--- src/rtl/assert_macros.svh ---
// Assertion helpers shared by the RTL.
`ifndef ASSERT_MACROS_SVH
`define ASSERT_MACROS_SVH

// Check a property on every rising clock edge, ignoring cycles in reset.
`define IIAR_ASSERT(lbl, prop) \
  lbl: assert property (@(posedge clk_i) disable iff (!rst_ni) (prop)) \
    else $error("assertion failed");

// Check that a condition never holds outside reset.
`define IIAR_NEVER(lbl, cond) \
  lbl: assert property (@(posedge clk_i) disable iff (!rst_ni) !(cond)) \
    else $error("forbidden condition seen");

`endif

--- src/rtl/iiar_pkg.sv ---
package iiar_pkg;

  typedef enum logic [1:0] {
    REQ_APPEND = 2'd0,
    REQ_INSERT = 2'd1,
    REQ_REMOVE = 2'd2,
    REQ_READ   = 2'd3
  } req_type_e;

  typedef enum logic [1:0] {
    ST_OK    = 2'd0,
    ST_RANGE = 2'd1,
    ST_FULL  = 2'd2
  } status_e;

  localparam int unsigned PosW  = 9;
  localparam int unsigned CntW  = 9;

  typedef struct packed {
    req_type_e          req_type;
    logic [PosW-1:0]    position;
    logic signed [31:0] item_value;
  } req_t;

  typedef struct packed {
    status_e            status;
    logic signed [31:0] read_value;
    logic [CntW-1:0]    entry_count;
  } rsp_t;

  // Per-cell command for one transfer.
  typedef struct packed {
    logic load;        // take the new value
    logic shift_up;    // take the lower neighbor's entry
    logic shift_down;  // take the upper neighbor's entry
    logic rd_sel;      // drive own entry onto the read reduction
  } cell_ctl_t;

endpackage

--- src/rtl/iiar_cell.sv ---
module iiar_cell (
  input  logic               clk_i,
  input  iiar_pkg::cell_ctl_t ctl_i,
  input  logic signed [31:0] item_i,
  input  logic signed [31:0] lower_i,
  input  logic signed [31:0] upper_i,
  output logic signed [31:0] data_o,
  output logic signed [31:0] rd_o
);
  import iiar_pkg::*;

  logic signed [31:0] data_q, data_d;

  always_comb begin
    data_d = data_q;
    if (ctl_i.load) begin
      data_d = item_i;
    end else if (ctl_i.shift_up) begin
      data_d = lower_i;
    end else if (ctl_i.shift_down) begin
      data_d = upper_i;
    end
  end

  always_ff @(posedge clk_i) begin
    data_q <= data_d;
  end

  assign data_o = data_q;
  assign rd_o   = ctl_i.rd_sel ? data_q : '0;

endmodule

--- config.mk ---
export PLATFORM = sky130hd
export DESIGN_NAME = iiar_cell
export DESIGN_NICKNAME = d
export VERILOG_FILES = /design/src/rtl/assert_macros.svh /design/src/rtl/iiar_pkg.sv /design/src/rtl/iiar_cell.sv
export SDC_FILE = /design/constraint.sdc
export NUM_CORES = 1
export LEC_CHECK = 0
export BUFFER_PORTS_ARGS = -buffer_cell sky130_fd_sc_hd__buf_4
export CELL_PAD_IN_SITES_DETAIL_PLACEMENT = 1
export CELL_PAD_IN_SITES_GLOBAL_PLACEMENT = 2
export CORE_ASPECT_RATIO = 1.1
export CORE_UTILIZATION = 18
export DETAILED_ROUTE_END_ITERATION = 10
export PLACE_DENSITY_LB_ADDON = 0.2
export SETUP_SLACK_MARGIN = 0.02
export SLEW_MARGIN = 20
export SYNTH_ARGS = -nofsm -noshare
export SYNTH_HDL_FRONTEND = slang
export SYNTH_SLANG_ARGS = --single-unit
--- constraint.sdc ---
create_clock -name clk_i -period 1.61 [get_ports clk_i]
set_clock_uncertainty 0.1 [all_clocks]
set_input_delay 0.2415 -clock clk_i [delete_from_list [all_inputs] [get_ports clk_i]]
set_output_delay 0.2415 -clock clk_i [all_outputs]
set_load 0.01 [all_outputs]
==> results.md <==
- Seq cells post-synth: 32
- Synthesized cell area: around 0.0019 sq mm
- Initial Utilization: 0.1878
- Sw frac: 0.2626
- WP data required: approximately 1300 ps
- Syn nets: about 280
- Root Driver: clkbuf_8
- Yosys warns: 0
- Fin crit share: 0.8401
- Hold Vio Cnt, Final: 0
- Internal power: around 1.8 mW
- Post-synth ARST share: 0
- Outcome: complete, no violations
- Synth unique cells: 11
- Slew Viols, Final: 0
- Share of cells above drive strength 1: 0.5178
- Fin cells: about 480
- Dpl cells: 470
- Clock-pin slew on the worst setup and hold paths: 70 ps
- Vias in the first global route: about 1900
- Setup TNS Final: 0 ps
- Critical path class: reg2out
- Leakage power: roughly 1.6 nW
- Startpoint types: flop
- Post-synth top cells: and2_1 (32), edfxtp_1 (32), mux2i_1 (32), nand2_1 (32), o21ai_1 (30)
- Fill cells: roughly 1200
- Cts repair resizes: 0
- Sw Pwr: between 0.6 and 0.7 mW
- CP Data Arrival Time: about 1000 ps
- Fmax: between 0.7 and 0.8 GHz
- Syn_area_per_cell: around 11 sq um
- Via total after detailed routing: 1898
- Die width: between 90 and 100 um
- Clk sink count: 32
- Drt wl/cell: around 13 um
- Sequence of cells on the critical path: and2_1, buf_4
- DRT Wirelength: about 6400 um
- Initial antenna violation count: 0
- Nets: 438
- Die H: about 110 um
- Hpwl dp: roughly 5000 um
- Largest net degree at the start of global routing: 35
- Number of enable flip-flop cells after synthesis: 32
- Core Rows: 38
- Reg area: 960.9 sq um
- CTS Buf Count: 5
- 1st-iter DRT viols: 24
- CTS max path bufs: 2
- Setup Fix Bufs, Post-CTS: 0
- Grt ovf: 0
- Overall power: 2.404 mW
- Cell count after synthesis: 175
- Post-route minimum period: roughly 1400 ps
- Critical Path End Type: output pin
- Largest register FFs: 32
- TritonCTS clock tree: done
- Final setup viols: 0
- DRT Pass-1 Iters: 4
- First-pass GRT wire length: 9542 um
- Die ar.: between 0.01 and 0.015 sq mm
- Post-synthesis sequential area ratio: 0.5100
- Unrepaired setup endpoints after global routing: false
- Critical Path Fanout Max: 2
- PwrDens: around 730 mW/mm^2
- I/O Pins: ~170
- Top cells by area, synth: edfxtp_1 (51%), mux2i_1 (17%), and2_1 (11%)
- Cell taking the most area after synthesis: edfxtp_1
- Least-Margin Pin Slew: around 340 ps
- Routed Antenna Nets: 0
- Total area of multi-input combinational cells: 808.3 sq um
- Total track usage: 0.1165
- Diode count: 0
- Crit-path slowest cell: edfxtp_1
- Combinational share of power: 0.306
- Drt drc: 0
- Flop pwr share: 0.450
- Post-synth top area share: 0.5100
- Maximum vdd drop: about 0.00024 V
- Area Overhead vs Synth: 75.43%
- Max-slew headroom: 0.7751
- Max-cap viol count: 0
- CTS Hold Buffers Added: 0
- GPL Wtd Cong: approximately 0.69
- Slowest stage delay, CP: 420 ps
- Hold WC Path Type: in2reg
- H-tree depth: 2
- Synth Flop Type: edfxtp_1
- Core region area: 0.01003 sq mm
- Port Buf Inserts: 164
- Vias/cell: 3.971
- Clock power frac: 0.244
final timing paths:
kind	from	end	slack [ps]	cells after the start
setup / recovery	data_o[22]	rd_o[22]	260	2
hold / removal	item_i[21]	data_o[21]	150	3
power by group through the flow:
stage	registers [mW]	logic (mW)	clock network, mW
floorplan	1.14	0.249	0
global placement	1.10	0.741	0
detailed placement	1.10	0.753	0
CTS	1.09	0.752	0.629
global route	1.10	0.803	0.649
finish	1.08	0.736	0.586
metrics by stage:
step | setup WS (ps) | hold slack [ps] | cell area, sq um | util
finish | 257.4 | 148.3 | 3306 | 0.3295
global route | 196.6 | 152.5 | 3306 | 0.3295
CTS | 237.6 | 135.9 | 3306 | 0.3295
detailed placement | 170.3 | 432.9 | 3226 | 0.3215
global placement | 172.6 | 423.3 | 3226 | 0.3215
floorplan | 49.08 | 332.7 | 1886 | -
layout by cell type (no fill, tap or decap), drive strengths merged:
cell and instances:
edfxtp 32, o21ai 32, clkbuf 7, buf 169, or3 1, clkinv 1, and2 32, nand2 32
mux2i 32
worst max-delay path: cells and delay by family, from the launching register on:
family	cells	cell delay [ps]
and+or+nand+nor	1	180
buffers and inverters	1	140
DFF	1	420
cells by family after synthesis:
kind of cell           after synthesis  share of synthesized area
DFF                                 32                     0.5100
and+or+nand+nor                     65                     0.1733
muxes                               32                     0.1700
AOI/OAI and AO/OA                   32                    0.08499
buffers and inverters               14                    0.06175
routing by layer:
layer,vias up,routed length (um),global-route usage
met5,-,0,0
met4,0,42,0.03466
met3,4,517,0.03560
met2,85,3373,0.2063
met1,872,2479,0.1355
li1,937,-,-
final cells by class:
type                    count  share of cell area
clock buffers               7             0.02309
repair buffers            169              0.3876
flip-flops and latches     32              0.2907
multi-input cells         129              0.2445
clock inverters             1            0.001136
well taps                 140             0.05299
Note: power is estimated with default switching activity, not from simulation.
